## config.mk

```make
export PLATFORM = sky130hd
export DESIGN_NAME = ultrasonic_echo_ranger_top
export DESIGN_NICKNAME = d
export VERILOG_FILES = /design/src/rtl/core/uer_pkg.sv /design/src/rtl/core/ultrasonic_echo_ranger_top.sv /design/src/rtl/core/uer_fsm.sv
export SDC_FILE = /design/constraint.sdc
export NUM_CORES = 1
export LEC_CHECK = 0
export BUFFER_PORTS_ARGS = -buffer_cell sky130_fd_sc_hd__buf_2
export CAP_MARGIN = 20
export CORE_ASPECT_RATIO = 1.25
export CORE_MARGIN = 2
export CORE_UTILIZATION = 55
export CTS_BUF_LIST = sky130_fd_sc_hd__clkbuf_4
export CTS_CLUSTER_SIZE = 25
export DETAILED_ROUTE_END_ITERATION = 10
export PLACE_DENSITY = 0.72
export SLEW_MARGIN = 10
export SYNTH_ARGS = -nofsm -noshare
export SYNTH_HDL_FRONTEND = slang
export SYNTH_SLANG_ARGS = --single-unit
```

## constraint.sdc

```tcl
create_clock -name clock -period 9.5 [get_ports clock]
set_input_delay 0.95 -clock clock [delete_from_list [all_inputs] [get_ports clock]]
set_output_delay 0.95 -clock clock [all_outputs]
set_load 0.02 [all_outputs]
```

## src/rtl/core/uer_pkg.sv

```systemverilog
// ----------------------------------------------------------------------------
// Echo ranger package
// Phase and status codes, register indexes, divide constants and shared types.
// ----------------------------------------------------------------------------
package uer_pkg;

   // measurement phases
   localparam logic [2:0] PH_IDLE      = 3'd0;
   localparam logic [2:0] PH_CLEAR     = 3'd1;
   localparam logic [2:0] PH_TRIG_LOW  = 3'd2;
   localparam logic [2:0] PH_TRIG_HIGH = 3'd3;
   localparam logic [2:0] PH_RISE      = 3'd4;
   localparam logic [2:0] PH_COUNT     = 3'd5;

   // result status codes
   localparam logic [2:0] ST_OK        = 3'd0;
   localparam logic [2:0] ST_STUCK     = 3'd1;
   localparam logic [2:0] ST_NO_RISE   = 3'd2;
   localparam logic [2:0] ST_TOO_LONG  = 3'd3;
   localparam logic [2:0] ST_RANGE     = 3'd4;

   // register indexes
   localparam int CSR_IDX_W  = 3;
   localparam int CSR_DATA_W = 16;
   localparam logic [CSR_IDX_W-1:0] CSR_TRIGGER_WIDTH = 3'd0;
   localparam logic [CSR_IDX_W-1:0] CSR_CLEAR_TIMEOUT = 3'd1;
   localparam logic [CSR_IDX_W-1:0] CSR_RISE_TIMEOUT  = 3'd2;
   localparam logic [CSR_IDX_W-1:0] CSR_MAX_ECHO      = 3'd3;
   localparam logic [CSR_IDX_W-1:0] CSR_MIN_DIST      = 3'd4;
   localparam logic [CSR_IDX_W-1:0] CSR_MAX_DIST      = 3'd5;
   localparam logic [CSR_IDX_W-1:0] CSR_FAIL_LIMIT    = 3'd6;

   localparam logic [15:0] TRIG_LOW_TICKS = 16'd2;
   localparam logic [15:0] TICKS_PER_CM   = 16'd58;

   // (16*count + 29) / 58 by reciprocal: exact for numerators below 2^19
   localparam logic [18:0] ROUND_HALF   = 19'd29;
   localparam logic [19:0] DIV58_MUL    = 20'd578525;
   localparam int          DIV58_SHIFT  = 25;

   typedef struct packed {
      logic [7:0]  trigger_width;
      logic [15:0] clear_timeout;
      logic [15:0] rise_timeout;
      logic [15:0] max_echo;
      logic [8:0]  min_distance_cm;
      logic [8:0]  max_distance_cm;
      logic [7:0]  fail_limit;
   } cfg_type;

   typedef struct packed {
      logic        trigger;
      logic        busy_res;
      logic        done_res;
      logic [2:0]  status;
      logic [12:0] reported_distance;
      logic [12:0] last_good_distance;
      logic [7:0]  failures;
   } rsp_type;

endpackage

```

## src/rtl/core/ultrasonic_echo_ranger_top.sv

```systemverilog
// ----------------------------------------------------------------------------
// Ultrasonic echo ranger
// Time-of-flight ranging on a one-microsecond tick stream.
// ----------------------------------------------------------------------------
//
//  Port group  Dir  Transfer carries
//  ----------  ---  ---------------------------------------------------------
//  req_*       in   one tick: start request and sampled echo level
//  rsp_*       out  one result per tick: trigger, flags, status, distances
//  csr_*       in   register write, index 0..6, taken on any clock edge with write enable high
//
//  Throughput: one tick per clock while the rsp side is not stalled. A tick
//  is held in the input register, then the phase machine and the divide-by-58
//  multiply produce its result into the output register once that is free.
//  The state loop (phase, tick counter, failure count) closes through the fsm's own registers.
//  Reset (synchronous) returns the machine to idle, clears counts/distances
//  and loads register defaults. A stalled rsp side holds the output register;
//  one more tick may sit in the input register before req_tready drops.
//
module ultrasonic_echo_ranger_top (
   input  logic                           clock,
   input  logic                           reset,
   // req_tdata: [0] start_req, [1] echo, [7:2] zero
   input  logic                           req_tvalid,
   output logic                           req_tready,
   input  logic [7:0]                     req_tdata,
   // rsp_tdata: [0] trigger, [1] busy_res, [2] done_res, [5:3] status,
   //            [18:6] reported_distance, [31:19] last_good_distance,
   //            [39:32] failures
   output logic                           rsp_tvalid,
   input  logic                           rsp_tready,
   output logic [39:0]                    rsp_tdata,
   input  logic                           csr_wr_en,
   input  logic [uer_pkg::CSR_IDX_W-1:0]  csr_index,
   input  logic [uer_pkg::CSR_DATA_W-1:0] csr_wdata
);
   import uer_pkg::*;

   cfg_type     cfg_ff;
   logic        in_valid_ff, in_valid_in;
   logic        in_start_ff;
   logic        in_echo_ff;
   logic        out_valid_ff, out_valid_in;
   logic [39:0] out_data_ff;
   logic        out_free;
   logic        step;
   rsp_type     rsp;

   // output register takes a new result when empty or being drained
   assign out_free     = !out_valid_ff || rsp_tready;
   assign step         = in_valid_ff && out_free;
   assign req_tready   = !in_valid_ff || out_free;
   assign in_valid_in  = (req_tvalid && req_tready) || (in_valid_ff && !out_free);
   assign out_valid_in = step || (out_valid_ff && !rsp_tready);

   // register file
   always_ff @(posedge clock) begin
      if (reset) begin
         cfg_ff.trigger_width   <= 8'd10;
         cfg_ff.clear_timeout   <= 16'd3000;
         cfg_ff.rise_timeout    <= 16'd6000;
         cfg_ff.max_echo        <= 16'd25000;
         cfg_ff.min_distance_cm <= 9'd2;
         cfg_ff.max_distance_cm <= 9'd400;
         cfg_ff.fail_limit      <= 8'd4;
      end else if (csr_wr_en) begin
         case (csr_index)
            CSR_TRIGGER_WIDTH: cfg_ff.trigger_width   <= csr_wdata[7:0];
            CSR_CLEAR_TIMEOUT: cfg_ff.clear_timeout   <= csr_wdata;
            CSR_RISE_TIMEOUT:  cfg_ff.rise_timeout    <= csr_wdata;
            CSR_MAX_ECHO:      cfg_ff.max_echo        <= csr_wdata;
            CSR_MIN_DIST:      cfg_ff.min_distance_cm <= csr_wdata[8:0];
            CSR_MAX_DIST:      cfg_ff.max_distance_cm <= csr_wdata[8:0];
            CSR_FAIL_LIMIT:    cfg_ff.fail_limit      <= csr_wdata[7:0];
            default: ;
         endcase
      end
   end

   // input register
   always_ff @(posedge clock) begin
      if (reset) begin
         in_valid_ff <= 1'b0;
      end else begin
         in_valid_ff <= in_valid_in;
      end
   end

   always_ff @(posedge clock) begin
      if (req_tvalid && req_tready) begin
         in_start_ff <= req_tdata[0];
         in_echo_ff  <= req_tdata[1];
      end
   end

   uer_fsm u_fsm (
      .clock     (clock),
      .reset     (reset),
      .step      (step),
      .start_req (in_start_ff),
      .echo      (in_echo_ff),
      .cfg       (cfg_ff),
      .rsp       (rsp)
   );

   // result register
   always_ff @(posedge clock) begin
      if (reset) begin
         out_valid_ff <= 1'b0;
      end else begin
         out_valid_ff <= out_valid_in;
      end
   end

   always_ff @(posedge clock) begin
      if (step) begin
         out_data_ff <= {rsp.failures, rsp.last_good_distance, rsp.reported_distance,
                         rsp.status, rsp.done_res, rsp.busy_res, rsp.trigger};
      end
   end

   assign rsp_tvalid = out_valid_ff;
   assign rsp_tdata  = out_data_ff;

endmodule

```

## src/rtl/core/uer_fsm.sv

```systemverilog
// ----------------------------------------------------------------------------
// Echo ranger sequencer
// Per-tick phase machine, tick counter, failure count and distance conversion.
// ----------------------------------------------------------------------------
module uer_fsm (
   input  logic             clock,
   input  logic             reset,
   input  logic             step,
   input  logic             start_req,
   input  logic             echo,
   input  uer_pkg::cfg_type cfg,
   output uer_pkg::rsp_type rsp
);
   import uer_pkg::*;

   logic [2:0]  phase_ff, phase_in;
   logic [15:0] cnt_ff, cnt_in;
   logic [7:0]  fails_ff, fails_in;
   logic [12:0] good_ff, good_in;
   logic [12:0] caller_ff, caller_in;

   logic [2:0]  ph;
   logic [15:0] cnt;
   logic [16:0] cnt_inc;
   logic [7:0]  fails_sat;
   logic [15:0] min_ticks, max_ticks;
   logic        in_range;
   logic [18:0] num;
   logic [38:0] prod;
   logic [12:0] dist_cm16;
   logic        trig, done, fail;
   logic [2:0]  status;

   // distance path works from the stored count only
   assign min_ticks = 16'(cfg.min_distance_cm) * TICKS_PER_CM;
   assign max_ticks = 16'(cfg.max_distance_cm) * TICKS_PER_CM;
   assign in_range  = (cnt_ff >= min_ticks) && (cnt_ff <= max_ticks);
   assign num       = {cnt_ff[14:0], 4'b0000} + ROUND_HALF;
   assign prod      = 39'(num) * 39'(DIV58_MUL);
   assign dist_cm16 = prod[DIV58_SHIFT +: 13];

   assign fails_sat = (fails_ff != 8'hFF) ? fails_ff + 8'd1 : fails_ff;

   always_comb begin
      ph       = phase_ff;
      cnt      = cnt_ff;
      if (phase_ff == PH_IDLE && start_req) begin
         ph  = PH_CLEAR;
         cnt = 16'd0;
      end
      cnt_inc  = {1'b0, cnt} + 17'd1;
      phase_in = ph;
      cnt_in   = cnt;
      trig     = 1'b0;
      done     = 1'b0;
      fail     = 1'b0;
      status   = ST_OK;
      case (ph)
         PH_CLEAR: begin
            if (!echo) begin
               phase_in = PH_TRIG_LOW;
               cnt_in   = 16'd0;
            end else begin
               cnt_in = cnt_inc[15:0];
               if (cnt_inc >= {1'b0, cfg.clear_timeout}) begin
                  fail   = 1'b1;
                  status = ST_STUCK;
               end
            end
         end
         PH_TRIG_LOW: begin
            cnt_in = cnt_inc[15:0];
            if (cnt_inc >= {1'b0, TRIG_LOW_TICKS}) begin
               phase_in = PH_TRIG_HIGH;
               cnt_in   = 16'd0;
            end
         end
         PH_TRIG_HIGH: begin
            trig   = 1'b1;
            cnt_in = cnt_inc[15:0];
            if (cnt_inc >= 17'(cfg.trigger_width)) begin
               phase_in = PH_RISE;
               cnt_in   = 16'd0;
            end
         end
         PH_RISE: begin
            if (echo) begin
               if (cfg.max_echo == 16'd0) begin
                  fail   = 1'b1;
                  status = ST_TOO_LONG;
               end else begin
                  phase_in = PH_COUNT;
                  cnt_in   = 16'd1;
               end
            end else begin
               cnt_in = cnt_inc[15:0];
               if (cnt_inc >= {1'b0, cfg.rise_timeout}) begin
                  fail   = 1'b1;
                  status = ST_NO_RISE;
               end
            end
         end
         PH_COUNT: begin
            if (echo) begin
               if (cnt >= cfg.max_echo) begin
                  fail   = 1'b1;
                  status = ST_TOO_LONG;
               end else begin
                  cnt_in = cnt_inc[15:0];
               end
            end else if (in_range) begin
               done     = 1'b1;
               phase_in = PH_IDLE;
               cnt_in   = 16'd0;
            end else begin
               fail   = 1'b1;
               status = ST_RANGE;
            end
         end
         default: begin
            phase_in = PH_IDLE;
            cnt_in   = 16'd0;
         end
      endcase

      fails_in  = fails_ff;
      good_in   = good_ff;
      caller_in = caller_ff;
      if (fail) begin
         done     = 1'b1;
         phase_in = PH_IDLE;
         cnt_in   = 16'd0;
         fails_in = fails_sat;
         if (fails_sat > cfg.fail_limit) begin
            caller_in = 13'd0;
         end
      end else if (done) begin
         fails_in  = 8'd0;
         good_in   = dist_cm16;
         caller_in = dist_cm16;
      end
   end

   always_ff @(posedge clock) begin
      if (reset) begin
         phase_ff  <= PH_IDLE;
         cnt_ff    <= 16'd0;
         fails_ff  <= 8'd0;
         good_ff   <= 13'd0;
         caller_ff <= 13'd0;
      end else if (step) begin
         phase_ff  <= phase_in;
         cnt_ff    <= cnt_in;
         fails_ff  <= fails_in;
         good_ff   <= good_in;
         caller_ff <= caller_in;
      end
   end

   always_comb begin
      rsp.trigger            = trig;
      rsp.busy_res           = (phase_in != PH_IDLE);
      rsp.done_res           = done;
      rsp.status             = status;
      rsp.reported_distance  = caller_in;
      rsp.last_good_distance = good_in;
      rsp.failures           = fails_in;
   end

endmodule

```

==> key figures <==
Pwr
  • Power Dens Cells: between 70 and 80 nW/um^2
  • Maximum ir drop on the vdd rail: 0.0901 mV
  • Clock Power Share: 0.301
  • Power Total: 1.48 mW
  • Share of total power in combinational logic: 0.155
  • Power dissipated by switching net loads: 484 uW
  • Reg power frac: 0.544
  • Cell-internal power: 1.00 mW
  • Leakage power total: 9.71 nW
  • Switching power as a share of total power: 0.326

Yosys
  • Average size of a mapped cell: 8.79 sq um
  • Count of warnings emitted by yosys: 0
  • Cell type contributing the most total cell area after synthesis: sky130_fd_sc_hd__ha_1
  • Number of enable-type register cells in the synthesized netlist: 42
  • Share of flip-flops with an asynchronous set or reset: 0
  • Sequential share of the synthesized area: 0.227
  • Synthesized instance count: 2006
  • Dominant register cell in the synthesized netlist: sky130_fd_sc_hd__dfxtp_1
  • Share of Yosys cell area claimed by the top area cell type: 0.207
  • Cell area after technology mapping: around 18000 sq um
  • Number of library cell types mapped by synthesis: 76
  • Largest cells by area after synthesis: sky130_fd_sc_hd__ha_1 (21%), sky130_fd_sc_hd__dfxtp_1 (16%), sky130_fd_sc_hd__fa_1 (15%)
  • Post-synth net total: 2465
  • FF+latch count, synth: 179

Clock tree
  • Clock slew seen by the registers of the worst setup and hold paths: 0.17 ns
  • CTS Root Cell: sky130_fd_sc_hd__clkbuf_4
  • H-tree depth reported by CTS: 4
  • Number of cells upsized or downsized after cts: 0
  • Number of hold buffers added after cts: 0
  • Later-pin clock latency in the skew report: 0.67 ns
  • Clock tree from TritonCTS: yes
  • Number of buffers created by CTS: 17
  • Clock Tree Buf Depth: 2
  • Clock tree sinks: roughly 180
  • Number of setup buffers added after CTS: 0

Finish
  • Area of all placed cells without fillers: 18700 sq um
  • Commonest non-fill, non-tap cell in the layout: sky130_fd_sc_hd__inv_1
  • Most frequent cells in the layout: sky130_fd_sc_hd__inv_1 (370), sky130_fd_sc_hd__ha_1 (292), sky130_fd_sc_hd__nand2_1 (234)
  • Share of layout cells above drive strength 1: 0.0716
  • Area added between synthesis and finish: 6.18%
  • Net count, final: 2513

Worst setup path
  • CP Max Fanout: 12
  • Kind of start point of the critical path: flop
  • Reg2Reg Launch Point: u_fsm.cnt_ff[3]$_SDFFE_PP0P_
  • Crit Reg-Reg Endpoint: rsp_tdata[31]$_DFFE_PP_
  • Worst setup path endpoint: rsp_tdata[31]$_DFFE_PP_
  • R2R Setup Slk: 1.03 ns
  • CP Launch Point: u_fsm.cnt_ff[3]$_SDFFE_PP0P_
  • Type of the setup path with the least slack: reg -> reg
  • Data required, critical path: ~9.9 ns
  • CP arrival: between 8 and 9 ns
  • Kind of end point of the critical path: flop
  • Worst Reg-to-Reg Cells: 27

Routing
  • Detailed-route DRC error count: 0
  • Routed len/inst: 17.7 microns
  • Vias post-DR: 14000
  • DRT antenna net count: 0
  • Number of optimization iterations in the first detailed-route pass: 7
  • DRT Wirelength: 44000 microns
  • Number of violations reported at the end of detailed-routing iteration 0: slightly above 900
  • Detail-routed via count per cell: 5.65

Floorplanning
  • Die ar.: 33500 sq um
  • Die W: 164 microns
  • I/O pins: 74
  • Floorplan core area: between 30000 and 40000 sq um
  • Placement row count: 73
  • DIE HEIGHT: 204 microns
  • Effective utilization at floorplan: 0.556

Hold path
  • Path category of the worst min-delay check: in -> reg

Global routing
  • Maximum number of pins on one net before global-route repair: 74
  • Global route total overflow: 0
  • Via count of the first global-routing pass: 14400
  • Antenna violations before repair: 1
  • Total routing usage reported by global routing: 0.276
  • Wire length of the first global-routing pass: 72400 microns

STA
  • Clock period minus worst slack: 8.47 ns
  • Setup violation total in the final timing report: 0
  • Slew of the pin with the lowest slew margin: roughly 1.0 ns
  • Highest Clock Rate: 0.118 GHz
  • Number of max-slew violations in the final report: 0
  • Normalized max-slew margin: 0.295
  • Sum of negative setup slack: 0 ns
  • Hold violation count in the final report: 0
  • Worst hold-check slack: 0.463 ns
  • Setup repair after global routing missed its margin: no
  • Max Clock Skew: approximately 0.03 ns
  • Final clock period utilization by the worst path: 0.891

Placement
  • RePlAce Congestion: 0.969
  • Post-DP Area: 18400 sq um
  • Number of port buffers: 67
  • DPL Wire Length: 35600 microns

Run status
  • Outcome: finished clean

Run
  • Maxcap violations: 0
[worst min-delay path by stage]
stage / start / endpoint / cells after the start
2_1_floorplan: u_fsm.good_ff[6]$_SDFFE_PP0P_ / u_fsm.good_ff[6]$_SDFFE_PP0P_ / 2
3_3_place_gp: u_fsm.good_ff[5]$_SDFFE_PP0P_ / u_fsm.good_ff[5]$_SDFFE_PP0P_ / 2
3_5_place_dp: cfg_ff[49]$_SDFFE_PP0P_ / cfg_ff[49]$_SDFFE_PP0P_ / 2
4_1_cts: req_tdata[1] / in_echo_ff$_DFFE_PP_ / 1
5_1_grt: req_tdata[1] / in_echo_ff$_DFFE_PP_ / 1
6_report: req_tdata[1] / in_echo_ff$_DFFE_PP_ / 1
[kinds of logic after synthesis]
| family | count (synthesis) | synth area share |
|---|---|---|
| and+or+nand+nor | 507 | 0.137 |
| buffers and inverters | 432 | 0.0929 |
| adders and majority gates | 427 | 0.361 |
| AOI/OAI and AO/OA | 388 | 0.145 |
| DFF | 179 | 0.227 |
| xor gates and xnor gates | 62 | 0.0308 |
| muxes | 11 | 0.00653 |
[worst max-delay path: stages (launching register included)]
cell and delay (ns):
sky130_fd_sc_hd__dfxtp_1 0.79, sky130_fd_sc_hd__and4_1 0.57, sky130_fd_sc_hd__and2_1 0.29, sky130_fd_sc_hd__nand2_1 0.09
sky130_fd_sc_hd__xnor2_1 0.13, sky130_fd_sc_hd__buf_4 0.20, sky130_fd_sc_hd__inv_1 0.10, sky130_fd_sc_hd__fa_1 0.56
sky130_fd_sc_hd__ha_1 0.23, sky130_fd_sc_hd__ha_1 0.28, sky130_fd_sc_hd__inv_1 0.05, sky130_fd_sc_hd__fa_1 0.53
sky130_fd_sc_hd__inv_1 0.05, sky130_fd_sc_hd__fa_1 0.53, sky130_fd_sc_hd__inv_1 0.06, sky130_fd_sc_hd__fa_1 0.52
sky130_fd_sc_hd__inv_1 0.04, sky130_fd_sc_hd__ha_1 0.33, sky130_fd_sc_hd__a2111oi_0 0.53, sky130_fd_sc_hd__a211oi_1 0.11
sky130_fd_sc_hd__a211oi_1 0.46, sky130_fd_sc_hd__o21ai_0 0.33, sky130_fd_sc_hd__a2111oi_0 0.45, sky130_fd_sc_hd__buf_4 0.20
sky130_fd_sc_hd__o21ai_0 0.14, sky130_fd_sc_hd__a21oi_1 0.22, sky130_fd_sc_hd__xor2_1 0.15, sky130_fd_sc_hd__mux2_2 0.29
[per-layer routing]
layer | up-vias | GRT usage | wire length [microns]
met5 | - | 0 | 0
met4 | 0 | 0.133 | 2000
met3 | 111 | 0.0412 | 1960
met2 | 380 | 0.484 | 21800
met1 | 6735 | 0.329 | 18200
li1 | 6781 | - | -
[cell type report]
class | count | area, sq um
antenna | 1 | 2.50
clock buffer | 17 | 128
clock inverter | 15 | 151
fill | 2838 | 13000
inverter | 371 | 1390
multi-input combinational | 1395 | 12000
sequential | 179 | 4000
tap | 412 | 515
timing repair buffer | 90 | 531
[power groups by stage]
stage	logic [mW]	registers, mW	clock network (mW)
3_3_place_gp	0.219	0.824	0
5_1_grt	0.259	0.811	0.482
3_5_place_dp	0.227	0.825	0
4_1_cts	0.228	0.809	0.457
2_1_floorplan	0.147	0.832	0
6_report	0.230	0.808	0.447
[through the flow]
stage	setup WS (ns)	utilization	std cells
4_1_cts	1.21	0.590	2478
3_3_place_gp	1.40	0.581	2446
6_report	1.03	0.591	2480
5_1_grt	0.638	0.591	2480
2_1_floorplan	1.87	-	2006
3_5_place_dp	1.22	0.581	2446
[state kept, by name, summed over array words and instances, names as in the netlist]
| name | cells |
|---|---|
| cfg_ff | 82 |
| rsp_tdata | 40 |
| u_fsm.cnt_ff | 16 |
| u_fsm.caller_ff | 13 |
| u_fsm.good_ff | 13 |
| u_fsm.fails_ff | 8 |
| u_fsm.phase_ff | 3 |
| in_echo_ff | 1 |
| in_start_ff | 1 |
| in_valid_ff | 1 |
| rsp_tvalid | 1 |
[synthesized netlist by cell type, types with 5 or more instances]
master                      count
sky130_fd_sc_hd__a211o_1       20
sky130_fd_sc_hd__a211oi_1      19
sky130_fd_sc_hd__a21o_1        49
sky130_fd_sc_hd__a21oi_1      135
sky130_fd_sc_hd__a22o_1        21
sky130_fd_sc_hd__a22oi_1        9
sky130_fd_sc_hd__a31oi_1        7
sky130_fd_sc_hd__and2_1        21
sky130_fd_sc_hd__and3_1        11
sky130_fd_sc_hd__and4_1         7
sky130_fd_sc_hd__buf_1          6
sky130_fd_sc_hd__buf_2          7
sky130_fd_sc_hd__clkbuf_1      46
sky130_fd_sc_hd__dfxtp_1      137
sky130_fd_sc_hd__edfxtp_1      42
sky130_fd_sc_hd__fa_1         135
sky130_fd_sc_hd__ha_1         292
sky130_fd_sc_hd__inv_1        370
sky130_fd_sc_hd__mux2i_1        7
sky130_fd_sc_hd__nand2_1      234
sky130_fd_sc_hd__nand2b_1      19
sky130_fd_sc_hd__nand3_1       43
sky130_fd_sc_hd__nand3b_1      13
sky130_fd_sc_hd__nand4_1       14
sky130_fd_sc_hd__nor2_1        85
sky130_fd_sc_hd__nor2b_1       17
sky130_fd_sc_hd__nor3_1        11
sky130_fd_sc_hd__nor4_1         9
sky130_fd_sc_hd__o211ai_1      10
sky130_fd_sc_hd__o21a_1         7
sky130_fd_sc_hd__o21ai_0       46
sky130_fd_sc_hd__o21bai_1       9
sky130_fd_sc_hd__o22ai_1       10
sky130_fd_sc_hd__o2bb2ai_1      7
sky130_fd_sc_hd__o31ai_1        5
sky130_fd_sc_hd__xnor2_1       38
sky130_fd_sc_hd__xor2_1        24
(Power assumes the default switching activity.)
